<file path="src/bgl_pkg.sv">
// ----------------------------------------------------------------------------
// bgl_pkg
// Shared types and constants of the battery level gauge.
// ----------------------------------------------------------------------------
package bgl_pkg;

    localparam int SAMPLES_DEF = 16;
    localparam int TRIM_DEF    = 2;

    localparam int SAMPLE_W = 12;
    localparam int LEVEL_W  = 16;
    localparam int PCT_W    = 7;
    localparam int CFG_IDX_W = 3;
    localparam int CFG_DATA_W = 16;
    localparam int DIV_W    = 24;

    localparam logic [LEVEL_W-1:0] EMPTY_RST  = 16'd28789;
    localparam logic [LEVEL_W-1:0] FULL_RST   = 16'd36731;
    localparam logic [LEVEL_W-1:0] FLOOR_RST  = 16'd9927;
    localparam logic [LEVEL_W-1:0] ENTER_RST  = 16'd37227;
    localparam logic [LEVEL_W-1:0] LEAVE_RST  = 16'd36235;
    localparam logic [PCT_W-1:0]   HYST_RST   = 7'd2;
    localparam logic [PCT_W-1:0]   PCT_FULL   = 7'd100;
    localparam logic [7:0]         PCT_SCALE2 = 8'd200;

    typedef enum logic [CFG_IDX_W-1:0] {
        REG_EMPTY  = 3'd0,
        REG_FULL   = 3'd1,
        REG_FLOOR  = 3'd2,
        REG_ENTER  = 3'd3,
        REG_LEAVE  = 3'd4,
        REG_HYST   = 3'd5
    } bgl_reg_idx_t;

    typedef enum logic [2:0] {
        ST_COLLECT,
        ST_SUM,
        ST_MEAN,
        ST_CHECK,
        ST_PCT,
        ST_DIV_PCT,
        ST_UPD
    } bgl_state_t;

    typedef struct packed {
        logic insert;
        logic shift;
        logic clear;
    } bgl_cell_ctrl_t;

endpackage

</file>
<file path="src/bgl_cell.sv">
// ----------------------------------------------------------------------------
// bgl_cell
// One slot of the sorting chain: inserts in order, shifts toward slot 0.
// ----------------------------------------------------------------------------
module bgl_cell (
    input  logic                          clk,
    input  logic                          rst_n,
    input  bgl_pkg::bgl_cell_ctrl_t       ctrl,
    input  logic [bgl_pkg::SAMPLE_W-1:0]  x,
    input  logic [bgl_pkg::SAMPLE_W-1:0]  prev_val,
    input  logic                          prev_valid,
    input  logic                          prev_lt,
    input  logic [bgl_pkg::SAMPLE_W-1:0]  next_val,
    output logic [bgl_pkg::SAMPLE_W-1:0]  val,
    output logic                          valid,
    output logic                          lt
);

    logic [bgl_pkg::SAMPLE_W-1:0] val_reg;
    logic [bgl_pkg::SAMPLE_W-1:0] val_next;
    logic                         valid_reg;
    logic                         valid_next;

    // An empty slot counts as larger than any sample
    assign lt = !valid_reg || (x < val_reg);

    always_comb
    begin
        val_next   = val_reg;
        valid_next = valid_reg;
        if (ctrl.clear)
        begin
            valid_next = 1'b0;
        end
        else if (ctrl.shift)
        begin
            val_next = next_val;
        end
        else if (ctrl.insert && lt)
        begin
            val_next   = prev_lt ? prev_val : x;
            valid_next = valid_reg | prev_valid;
        end
    end

    // Hold payload, reset occupancy
    always_ff @(posedge clk)
    begin
        val_reg <= val_next;
    end

    always_ff @(posedge clk or negedge rst_n)
    begin
        if (!rst_n)
        begin
            valid_reg <= 1'b0;
        end
        else
        begin
            valid_reg <= valid_next;
        end
    end

    assign val   = val_reg;
    assign valid = valid_reg;

endmodule

</file>
<file path="src/bgl_div.sv">
// ----------------------------------------------------------------------------
// bgl_div
// Restoring divider, one quotient bit per cycle.
// ----------------------------------------------------------------------------
module bgl_div #(
    parameter int W = bgl_pkg::DIV_W
) (
    input  logic         clk,
    input  logic         rst_n,
    input  logic         start,
    input  logic [W-1:0] num,
    input  logic [W-1:0] den,
    output logic [W-1:0] quo,
    output logic         done
);

    localparam int CW = $clog2(W + 1);

    logic [W-1:0]  rem_reg;
    logic [W-1:0]  quo_reg;
    logic [W-1:0]  den_reg;
    logic [CW-1:0] cnt_reg;
    logic          busy_reg;
    logic          done_reg;
    logic [W:0]    shifted;
    logic [W:0]    diff;

    assign shifted = {rem_reg, quo_reg[W-1]};
    assign diff    = shifted - {1'b0, den_reg};

    // Datapath: load operands, then one trial subtract per cycle
    always_ff @(posedge clk)
    begin
        if (start)
        begin
            rem_reg <= '0;
            quo_reg <= num;
            den_reg <= den;
        end
        else if (busy_reg)
        begin
            if (!diff[W])
            begin
                rem_reg <= diff[W-1:0];
                quo_reg <= {quo_reg[W-2:0], 1'b1};
            end
            else
            begin
                rem_reg <= shifted[W-1:0];
                quo_reg <= {quo_reg[W-2:0], 1'b0};
            end
        end
    end

    // Control: count steps and flag the last one
    always_ff @(posedge clk or negedge rst_n)
    begin
        if (!rst_n)
        begin
            cnt_reg  <= '0;
            busy_reg <= 1'b0;
            done_reg <= 1'b0;
        end
        else
        begin
            done_reg <= 1'b0;
            if (start)
            begin
                cnt_reg  <= CW'(W);
                busy_reg <= 1'b1;
            end
            else if (busy_reg)
            begin
                cnt_reg <= cnt_reg - 1'b1;
                if (cnt_reg == CW'(1))
                begin
                    busy_reg <= 1'b0;
                    done_reg <= 1'b1;
                end
            end
        end
    end

    assign quo  = quo_reg;
    assign done = done_reg;

endmodule

</file>
<file path="src/battery_level_gauge_top.sv">
// ----------------------------------------------------------------------------
// battery_level_gauge_top
// Trimmed-mean battery gauge with smoothing, percent and charge detection.
// ----------------------------------------------------------------------------
// Usage:
//   Samples arrive on the in channel (in_valid/in_ready, sample), at most one
//   transfer per cycle; each is inserted in sorted order into a chain of
//   SAMPLES cells. The transfer of the last sample of a burst starts the
//   evaluation and in_ready stays low until the result is loaded.
//   Evaluation: the sorted chain is shifted out through the trimmed sum,
//   then the mean is formed (reciprocal multiply), the level is checked
//   against the floor, the percent is set up, the restoring divider runs
//   and the output register is loaded. A rejected burst skips the percent
//   and the divider, and a level that sits on a rail skips the divider.
//   One result per burst goes out on the out channel (out_valid/out_ready)
//   from an output register. A stalled receiver holds the result; the next
//   burst is collected meanwhile and only its finished result waits, with
//   in_ready low, until the register frees.
//   Registers are written on the cfg channel (cfg_valid/cfg_ready, always
//   ready); the user must write them only while the block is idle, and the
//   block does not enforce it. Reset clears the smoothed state, the sample
//   count and all registers to their defaults.
// ----------------------------------------------------------------------------
module battery_level_gauge_top #(
    parameter int SAMPLES = bgl_pkg::SAMPLES_DEF,
    parameter int TRIM    = bgl_pkg::TRIM_DEF
) (
    input  logic                            clk,
    input  logic                            rst_n,
    input  logic                            in_valid,
    output logic                            in_ready,
    input  logic [bgl_pkg::SAMPLE_W-1:0]    sample,
    output logic                            out_valid,
    input  logic                            out_ready,
    output logic [bgl_pkg::PCT_W-1:0]       percent,
    output logic                            charging,
    output logic [bgl_pkg::LEVEL_W-1:0]     level,
    output logic                            rejected,
    input  logic                            cfg_valid,
    output logic                            cfg_ready,
    input  logic [bgl_pkg::CFG_IDX_W-1:0]   cfg_index,
    input  logic [bgl_pkg::CFG_DATA_W-1:0]  cfg_data
);

    localparam int EFF_TRIM = (TRIM <= (SAMPLES - 1) / 2) ? TRIM : (SAMPLES - 1) / 2;
    localparam int KEPT     = SAMPLES - 2 * EFF_TRIM;
    localparam int CNT_W    = $clog2(SAMPLES + 1);
    localparam int SUM_W    = bgl_pkg::SAMPLE_W + $clog2(SAMPLES + 1);
    localparam int SW       = bgl_pkg::SAMPLE_W;
    localparam int LW       = bgl_pkg::LEVEL_W;
    localparam int PW       = bgl_pkg::PCT_W;
    localparam int DW       = bgl_pkg::DIV_W;

    // Mean by reciprocal multiply: floor(x / KEPT) is exact for x below 2^MEAN_N
    localparam int     MEAN_N     = SUM_W + 4;
    localparam int     MEAN_L     = $clog2(KEPT);
    localparam int     MEAN_SH    = MEAN_N + MEAN_L;
    localparam int     MEAN_MW    = MEAN_N + 1;
    localparam int     MEAN_PW    = 2 * MEAN_N + 1;
    localparam longint MEAN_RECIP = ((longint'(1) << MEAN_SH) + longint'(KEPT) - 1)
                                    / longint'(KEPT);
    localparam logic [MEAN_MW-1:0] MEAN_M = MEAN_MW'(MEAN_RECIP);

    // Configuration registers
    logic [LW-1:0] empty_reg, full_reg, floor_reg, enter_reg, leave_reg;
    logic [PW-1:0] hyst_reg;

    assign cfg_ready = 1'b1;

    always_ff @(posedge clk or negedge rst_n)
    begin
        if (!rst_n)
        begin
            empty_reg <= bgl_pkg::EMPTY_RST;
            full_reg  <= bgl_pkg::FULL_RST;
            floor_reg <= bgl_pkg::FLOOR_RST;
            enter_reg <= bgl_pkg::ENTER_RST;
            leave_reg <= bgl_pkg::LEAVE_RST;
            hyst_reg  <= bgl_pkg::HYST_RST;
        end
        else if (cfg_valid)
        begin
            unique case (bgl_pkg::bgl_reg_idx_t'(cfg_index))
                bgl_pkg::REG_EMPTY: empty_reg <= cfg_data;
                bgl_pkg::REG_FULL:  full_reg  <= cfg_data;
                bgl_pkg::REG_FLOOR: floor_reg <= cfg_data;
                bgl_pkg::REG_ENTER: enter_reg <= cfg_data;
                bgl_pkg::REG_LEAVE: leave_reg <= cfg_data;
                bgl_pkg::REG_HYST:  hyst_reg  <= cfg_data[PW-1:0];
                default: ;
            endcase
        end
    end

    // Sorting chain
    bgl_pkg::bgl_state_t      state_reg, state_next;
    bgl_pkg::bgl_cell_ctrl_t  cell_ctrl;
    logic [SW-1:0]            cval [SAMPLES];
    logic                     cvalid [SAMPLES];
    logic                     clt [SAMPLES];

    genvar g;
    generate
        for (g = 0; g < SAMPLES; g++)
        begin : g_cell
            logic [SW-1:0] pv, nv;
            logic          pvalid, plt;
            if (g == 0)
            begin : g_first
                assign pv     = '0;
                assign pvalid = 1'b1;
                assign plt    = 1'b0;
            end
            else
            begin : g_rest
                assign pv     = cval[g-1];
                assign pvalid = cvalid[g-1];
                assign plt    = clt[g-1];
            end
            if (g == SAMPLES - 1)
            begin : g_last
                assign nv = '0;
            end
            else
            begin : g_mid
                assign nv = cval[g+1];
            end
            bgl_cell u_cell (
                .clk        (clk),
                .rst_n      (rst_n),
                .ctrl       (cell_ctrl),
                .x          (sample),
                .prev_val   (pv),
                .prev_valid (pvalid),
                .prev_lt    (plt),
                .next_val   (nv),
                .val        (cval[g]),
                .valid      (cvalid[g]),
                .lt         (clt[g])
            );
        end
    endgenerate

    // Percent divider
    logic          div_start;
    logic [DW-1:0] div_num, div_den, div_quo;
    logic          div_done;

    bgl_div #(.W(DW)) u_div (
        .clk   (clk),
        .rst_n (rst_n),
        .start (div_start),
        .num   (div_num),
        .den   (div_den),
        .quo   (div_quo),
        .done  (div_done)
    );

    // Control and datapath state
    logic [CNT_W-1:0] cnt_reg, cnt_next;
    logic [SUM_W-1:0] acc_reg, acc_next;
    logic [LW-1:0]    fresh_reg, fresh_next;
    logic [LW-1:0]    ema_reg, ema_next;
    logic             seeded_reg, seeded_next;
    logic [PW-1:0]    rep_reg, rep_next;
    logic             pvalid_reg, pvalid_next;
    logic             chg_reg, chg_next;
    logic [PW-1:0]    p_reg, p_next;
    logic             rej_reg, rej_next;
    logic             ov_reg, ov_next;
    logic [PW-1:0]    opct_reg, opct_next;
    logic             ochg_reg, ochg_next;
    logic [LW-1:0]    olvl_reg, olvl_next;
    logic             orej_reg, orej_next;

    logic               in_xfer;
    logic               out_free;
    logic               in_range;
    logic [LW+1:0]      ema_sum;
    logic [LW-1:0]      span;
    logic [LW-1:0]      lv_off;
    logic [PW-1:0]      pdiff;
    logic [PW-1:0]      q_pct;
    logic [MEAN_N-1:0]  mean_x;
    logic [MEAN_PW-1:0] mean_prod;
    logic [LW-1:0]      mean_q;

    assign in_ready = (state_reg == bgl_pkg::ST_COLLECT);
    assign in_xfer  = in_valid && in_ready;
    assign out_free = !ov_reg || out_ready;
    assign in_range = (cnt_reg >= CNT_W'(EFF_TRIM)) && (cnt_reg < CNT_W'(SAMPLES - EFF_TRIM));
    assign ema_sum  = {2'b00, fresh_reg} + {2'b00, ema_reg} + {1'b0, ema_reg, 1'b0};
    assign span     = full_reg - empty_reg;
    assign lv_off   = ema_reg - empty_reg;
    assign pdiff    = (p_reg >= rep_reg) ? (p_reg - rep_reg) : (rep_reg - p_reg);
    assign q_pct    = (div_quo > DW'(bgl_pkg::PCT_FULL)) ? bgl_pkg::PCT_FULL : div_quo[PW-1:0];

    // Trimmed mean in counts with 4 fraction bits
    assign mean_x    = {acc_reg, 4'b0000};
    assign mean_prod = MEAN_PW'(mean_x) * MEAN_PW'(MEAN_M);
    assign mean_q    = mean_prod[MEAN_SH +: LW];

    // Next state and datapath updates
    always_comb
    begin
        state_next  = state_reg;
        cnt_next    = cnt_reg;
        acc_next    = acc_reg;
        fresh_next  = fresh_reg;
        ema_next    = ema_reg;
        seeded_next = seeded_reg;
        rep_next    = rep_reg;
        pvalid_next = pvalid_reg;
        chg_next    = chg_reg;
        p_next      = p_reg;
        rej_next    = rej_reg;
        ov_next     = ov_reg && !out_ready;
        opct_next   = opct_reg;
        ochg_next   = ochg_reg;
        olvl_next   = olvl_reg;
        orej_next   = orej_reg;
        cell_ctrl   = '0;
        div_start   = 1'b0;
        div_num     = '0;
        div_den     = '0;

        unique case (state_reg)
            bgl_pkg::ST_COLLECT:
            begin
                if (in_xfer)
                begin
                    cell_ctrl.insert = 1'b1;
                    if (cnt_reg == CNT_W'(SAMPLES - 1))
                    begin
                        cnt_next   = '0;
                        acc_next   = '0;
                        state_next = bgl_pkg::ST_SUM;
                    end
                    else
                    begin
                        cnt_next = cnt_reg + 1'b1;
                    end
                end
            end
            bgl_pkg::ST_SUM:
            begin
                // Advance the sorted chain, sum the kept slots
                cell_ctrl.shift = 1'b1;
                if (in_range)
                begin
                    acc_next = acc_reg + SUM_W'(cval[0]);
                end
                if (cnt_reg == CNT_W'(SAMPLES - 1))
                begin
                    cnt_next   = '0;
                    state_next = bgl_pkg::ST_MEAN;
                end
                else
                begin
                    cnt_next = cnt_reg + 1'b1;
                end
            end
            bgl_pkg::ST_MEAN:
            begin
                cell_ctrl.clear = 1'b1;
                fresh_next      = mean_q;
                state_next      = bgl_pkg::ST_CHECK;
            end
            bgl_pkg::ST_CHECK:
            begin
                if (fresh_reg < floor_reg)
                begin
                    rej_next   = 1'b1;
                    state_next = bgl_pkg::ST_UPD;
                end
                else
                begin
                    rej_next    = 1'b0;
                    seeded_next = 1'b1;
                    ema_next    = seeded_reg ? ema_sum[LW+1:2] : fresh_reg;
                    state_next  = bgl_pkg::ST_PCT;
                end
            end
            bgl_pkg::ST_PCT:
            begin
                if (ema_reg <= empty_reg)
                begin
                    p_next     = '0;
                    state_next = bgl_pkg::ST_UPD;
                end
                else if (ema_reg >= full_reg)
                begin
                    p_next     = bgl_pkg::PCT_FULL;
                    state_next = bgl_pkg::ST_UPD;
                end
                else
                begin
                    div_start  = 1'b1;
                    div_num    = DW'(lv_off) * DW'(bgl_pkg::PCT_SCALE2) + DW'(span);
                    div_den    = DW'({span, 1'b0});
                    state_next = bgl_pkg::ST_DIV_PCT;
                end
            end
            bgl_pkg::ST_DIV_PCT:
            begin
                if (div_done)
                begin
                    p_next     = q_pct;
                    state_next = bgl_pkg::ST_UPD;
                end
            end
            bgl_pkg::ST_UPD:
            begin
                // Hold here until the output register is free
                if (out_free)
                begin
                    ov_next    = 1'b1;
                    orej_next  = rej_reg;
                    olvl_next  = ema_reg;
                    state_next = bgl_pkg::ST_COLLECT;
                    if (rej_reg)
                    begin
                        opct_next = rep_reg;
                        ochg_next = chg_reg;
                    end
                    else
                    begin
                        pvalid_next = 1'b1;
                        if (!pvalid_reg || p_reg == '0 || p_reg == bgl_pkg::PCT_FULL ||
                            pdiff >= hyst_reg)
                        begin
                            rep_next  = p_reg;
                            opct_next = p_reg;
                        end
                        else
                        begin
                            opct_next = rep_reg;
                        end
                        if (chg_reg)
                        begin
                            chg_next = !(ema_reg < leave_reg);
                        end
                        else
                        begin
                            chg_next = ema_reg > enter_reg;
                        end
                        ochg_next = chg_next;
                    end
                end
            end
            default:
            begin
                state_next = bgl_pkg::ST_COLLECT;
            end
        endcase
    end

    // State register and control state
    always_ff @(posedge clk or negedge rst_n)
    begin
        if (!rst_n)
        begin
            state_reg  <= bgl_pkg::ST_COLLECT;
            cnt_reg    <= '0;
            ema_reg    <= '0;
            seeded_reg <= 1'b0;
            rep_reg    <= '0;
            pvalid_reg <= 1'b0;
            chg_reg    <= 1'b0;
            ov_reg     <= 1'b0;
        end
        else
        begin
            state_reg  <= state_next;
            cnt_reg    <= cnt_next;
            ema_reg    <= ema_next;
            seeded_reg <= seeded_next;
            rep_reg    <= rep_next;
            pvalid_reg <= pvalid_next;
            chg_reg    <= chg_next;
            ov_reg     <= ov_next;
        end
    end

    // Payload registers
    always_ff @(posedge clk)
    begin
        acc_reg   <= acc_next;
        fresh_reg <= fresh_next;
        p_reg     <= p_next;
        rej_reg   <= rej_next;
        opct_reg  <= opct_next;
        ochg_reg  <= ochg_next;
        olvl_reg  <= olvl_next;
        orej_reg  <= orej_next;
    end

    assign out_valid = ov_reg;
    assign percent   = opct_reg;
    assign charging  = ochg_reg;
    assign level     = olvl_reg;
    assign rejected  = orej_reg;

endmodule
</file>
<file path="config.mk">
export PLATFORM = sky130hd
export DESIGN_NAME = battery_level_gauge_top
export DESIGN_NICKNAME = d
export VERILOG_FILES = /design/src/bgl_pkg.sv /design/src/bgl_cell.sv /design/src/bgl_div.sv /design/src/battery_level_gauge_top.sv
export SDC_FILE = /design/constraint.sdc
export NUM_CORES = 2
export LEC_CHECK = 0
export ABC_AREA = 1
export BUFFER_PORTS_ARGS = -buffer_cell sky130_fd_sc_hd__buf_2
export CORE_ASPECT_RATIO = 2
export CORE_MARGIN = 2
export CORE_UTILIZATION = 55
export DETAILED_ROUTE_END_ITERATION = 12
export PLACE_DENSITY = 0.79
export SKIP_LAST_GASP = 1
export SLEW_MARGIN = 20
export SYNTH_ARGS = -nofsm -noshare
export SYNTH_HDL_FRONTEND = slang
export SYNTH_SLANG_ARGS = --single-unit
</file>
<file path="constraint.sdc">
create_clock -name clk -period 5.5 [get_ports clk]
set_input_delay 0.825 -clock clk [delete_from_list [all_inputs] [get_ports clk]]
set_output_delay 0.825 -clock clk [all_outputs]
set_load 0.01 [all_outputs]
</file>
==> flow_metrics.env <==
export IMPL_syn_to_final_growth_pct=9.51
export IMPL_synth_seq_area_share_pct=34.0
export IMPL_clockBufferDepth=3
export IMPL_gp_congestion=0.996
export IMPL_synth_seq_cells=467
export IMPL_track_usage_pct=30.8
export IMPL_layout_common_cells="nand2_1, inv_1, o21ai_0, ha_1, a21oi_1"
export IMPL_nFillCells=6182
export IMPL_finish_utilization_pct=60.7
export IMPL_drv_cap=0
export IMPL_worst_pin_slew_ns=1.02
export IMPL_cpMostUsedCell="fa_1"
export IMPL_cts_tree="built"
export IMPL_syn_inst=4727
export IMPL_max_freq_mhz=189
export IMPL_synth_edf_count=298
export IMPL_die_x_um=191
export IMPL_clk_latency_ns=0.62
export IMPL_clkTransAtPathRegs_ns=0.07
export IMPL_drive_gt1_share_pct=7.97
export IMPL_status="finished clean"
export IMPL_critPathMaxStageDelay_ns=0.56
export IMPL_vias=33600
export IMPL_crit_path_start_kind="flip-flop"
export IMPL_cts_root_buf="clkbuf_16"
export IMPL_dp_slack_ns=0.0203
export IMPL_fin_area_um2=42300
export IMPL_nets=5498
export IMPL_hold_viol_final=0
export IMPL_grt_pass1_wl_um=173000
export IMPL_synth_nets=5406
export IMPL_drc_errors=0
export IMPL_dieArea_um2=72400
export IMPL_synth_flop_cell="edfxtp_1"
export IMPL_ant_nets=0
export IMPL_yosys_warnings=0
export IMPL_htreeDepth=2
export IMPL_ir_worst_vdd_mv=0.931
export IMPL_p_per_area_nw_per_um2=400
export IMPL_synth_cell_types=57
export IMPL_portBuffers=62
export IMPL_power_w=0.0169
export IMPL_crit_slowest_cell="fa_1"
export IMPL_setup_violations=0
export IMPL_period_minus_slack_ns=5.30
export IMPL_io_pins=64
export IMPL_fin_worst_skew_ns=0.0237
export IMPL_drv_slew=0
export IMPL_path_cells="ha_4, fa_1, inv_1, fa_1, inv_2, fa_1, inv_1, fa_1, inv_1, fa_1, ha_1, a21o_1, a21oi_1, nand2_1, a21boi_0, nand2_1, nand2_1, nand3b_1, xor2_1"
export IMPL_syn_area_um2=38600
export IMPL_hold_path_class="primary input to asynchronous set/reset pin"
export IMPL_drtPass1Iterations=5
export IMPL_grt_max_degree=171
export IMPL_critical_path_required_ns=5.86
export IMPL_period_share_pct=96.4
export IMPL_path_class="flip-flop to flip-flop"
export IMPL_overflow=0
export IMPL_grt_antenna_before_repair=1
export IMPL_fin_setup_tns_ns=0
export IMPL_layout_commonest_cell="nand2_1"
export IMPL_rsz0062_at_grt="yes"
export IMPL_syn_area_per_cell_um2=8.16
export IMPL_async_flop_share_pct=31.0
export IMPL_arrival_ns=5.66
export IMPL_finalWirelength_um=112000
export IMPL_core_um2=69600
export IMPL_fin_ws_ns=0.200
export IMPL_grt_pass1_vias=34300
export IMPL_dp_hpwl_um=86800
export IMPL_avgViaCountPerCell=5.83
export IMPL_initial_core_util_pct=55.4
export IMPL_critPathMaxFanout=4
export IMPL_rows=137
export IMPL_drt_wirelength_per_cell_um=19.4
export IMPL_fp_dieH_um=379
export IMPL_slew_headroom_pct=31.9
export IMPL_p_leak_nw=20.8
export IMPL_cts_buffers=45
export IMPL_placedInstanceArea_um2=40300
export IMPL_end_kind="flip-flop"
export IMPL_cts_num_sinks=467
export IMPL_drtIter0Drc=2017
export IMPL_largest_reg_flops=192
power by group:
part           total [W]  internal [W]  leakage, nW  switching [W]
Sequential       0.00396       0.00387         4.56      0.0000902
Combinational    0.00970       0.00386         15.6        0.00584
Clock            0.00323       0.00176        0.718        0.00147
worst max-delay path, delay by kind of cell (launching register included):
kind                       cells  cell delay (ns)
buffers and inverters          4             0.31
AOI/OAI and AO/OA              3             0.49
and+or+nand+nor                4             0.46
DFF                            1             0.44
xor gates and xnor gates       1             0.15
adders and majority gates      7             3.20
per-layer routing:
layer  track usage (%)  wire length, um  part of all wire, %  vias to the layer above
met5                 0                0                    0                        -
met4              30.8            13300                   12                        0
met3              3.99             4920                  4.4                      623
met2              58.6            59200                   53                     1180
met1              26.4            34200                   31                    15800
li1                  -                -                    -                    16000
cells by family (layout without fill, tap and decap cells):
| group | Yosys count | count (layout) | share of synthesized area [%] |
|---|---|---|---|
| AOI/OAI and AO/OA | 1246 | 1246 | 17.2 |
| xor gates and xnor gates | 93 | 93 | 2.11 |
| adders and majority gates | 643 | 643 | 23.3 |
| buffers and inverters | 937 | 1065 | 9.24 |
| DFF | 467 | 467 | 34.0 |
| muxes | 2 | 2 | 0.0584 |
| other | 1 | 2 | 0.00972 |
| and+or+nand+nor | 1338 | 1338 | 14.1 |
synthesized netlist by cell type, types with 15 or more instances:
cell | number | area share, %
nand2_1 | 865 | 8.4
xnor2_1 | 29 | 0.66
clkbuf_1 | 92 | 0.89
o22ai_1 | 16 | 0.26
o21ai_0 | 585 | 7.6
xor2_1 | 64 | 1.5
nor3_1 | 26 | 0.34
a31oi_1 | 37 | 0.60
a21oi_1 | 478 | 6.2
buf_1 | 15 | 0.15
nand3_1 | 133 | 1.7
a21o_1 | 15 | 0.29
edfxtp_1 | 298 | 23
buf_2 | 20 | 0.26
fa_1 | 124 | 6.4
o211ai_1 | 34 | 0.66
inv_1 | 795 | 7.7
dfxtp_1 | 24 | 1.2
ha_1 | 519 | 17
nor2_1 | 232 | 2.3
nand4_1 | 35 | 0.57
dfrtp_1 | 101 | 6.6
dfstp_2 | 44 | 3.0
and2_1 | 15 | 0.24
a21boi_0 | 19 | 0.37
o21a_1 | 19 | 0.37
metrics by stage:
step / instances / hold slack (ns)
6_report: 5759 / 0.152
5_1_grt: 5758 / 0.188
4_1_cts: 5751 / 0.158
3_5_place_dp: 5668 / 0.457
3_3_place_gp: 5668 / 0.449
2_1_floorplan: 4727 / 0.427
final timing paths:
kind / end / start / slack [ns] / cells after the start
setup / recovery: fresh_reg[12] / acc_reg[2] / 0.20 / 19
hold / removal: ema_reg[13] / rst_n / 0.15 / 1
setup reg to reg: fresh_reg[12] / acc_reg[2] / 0.20 / 19
hold reg to reg: pvalid_reg / pvalid_reg / 0.46 / 2
max in group asynchronous: rep_reg[0] / rst_n / 4.24 / 2
min in group clk: out_valid / out_ready / 0.44 / 2
cell type report:
type,instances,area [um^2],area share (%)
multi-input cells,3323,22300,52.8
flip-flops and latches,467,13100,31.0
inverters,804,3020,7.15
clock buffers,63,1310,3.10
repair buffers,178,1210,2.86
well taps,903,1130,2.67
clock inverters,20,160,0.379
diodes,1,2.50,0.00592
what timing repair did:
item,in CTS,in global routing
pin swaps,0,34
hold buffers,0,0
gates resized for setup,1,80
cloned,0,0
setup buffers,0,7
setup endpoints to repair,3,25
No activity file was read; power rests on OpenSTA's default activity.
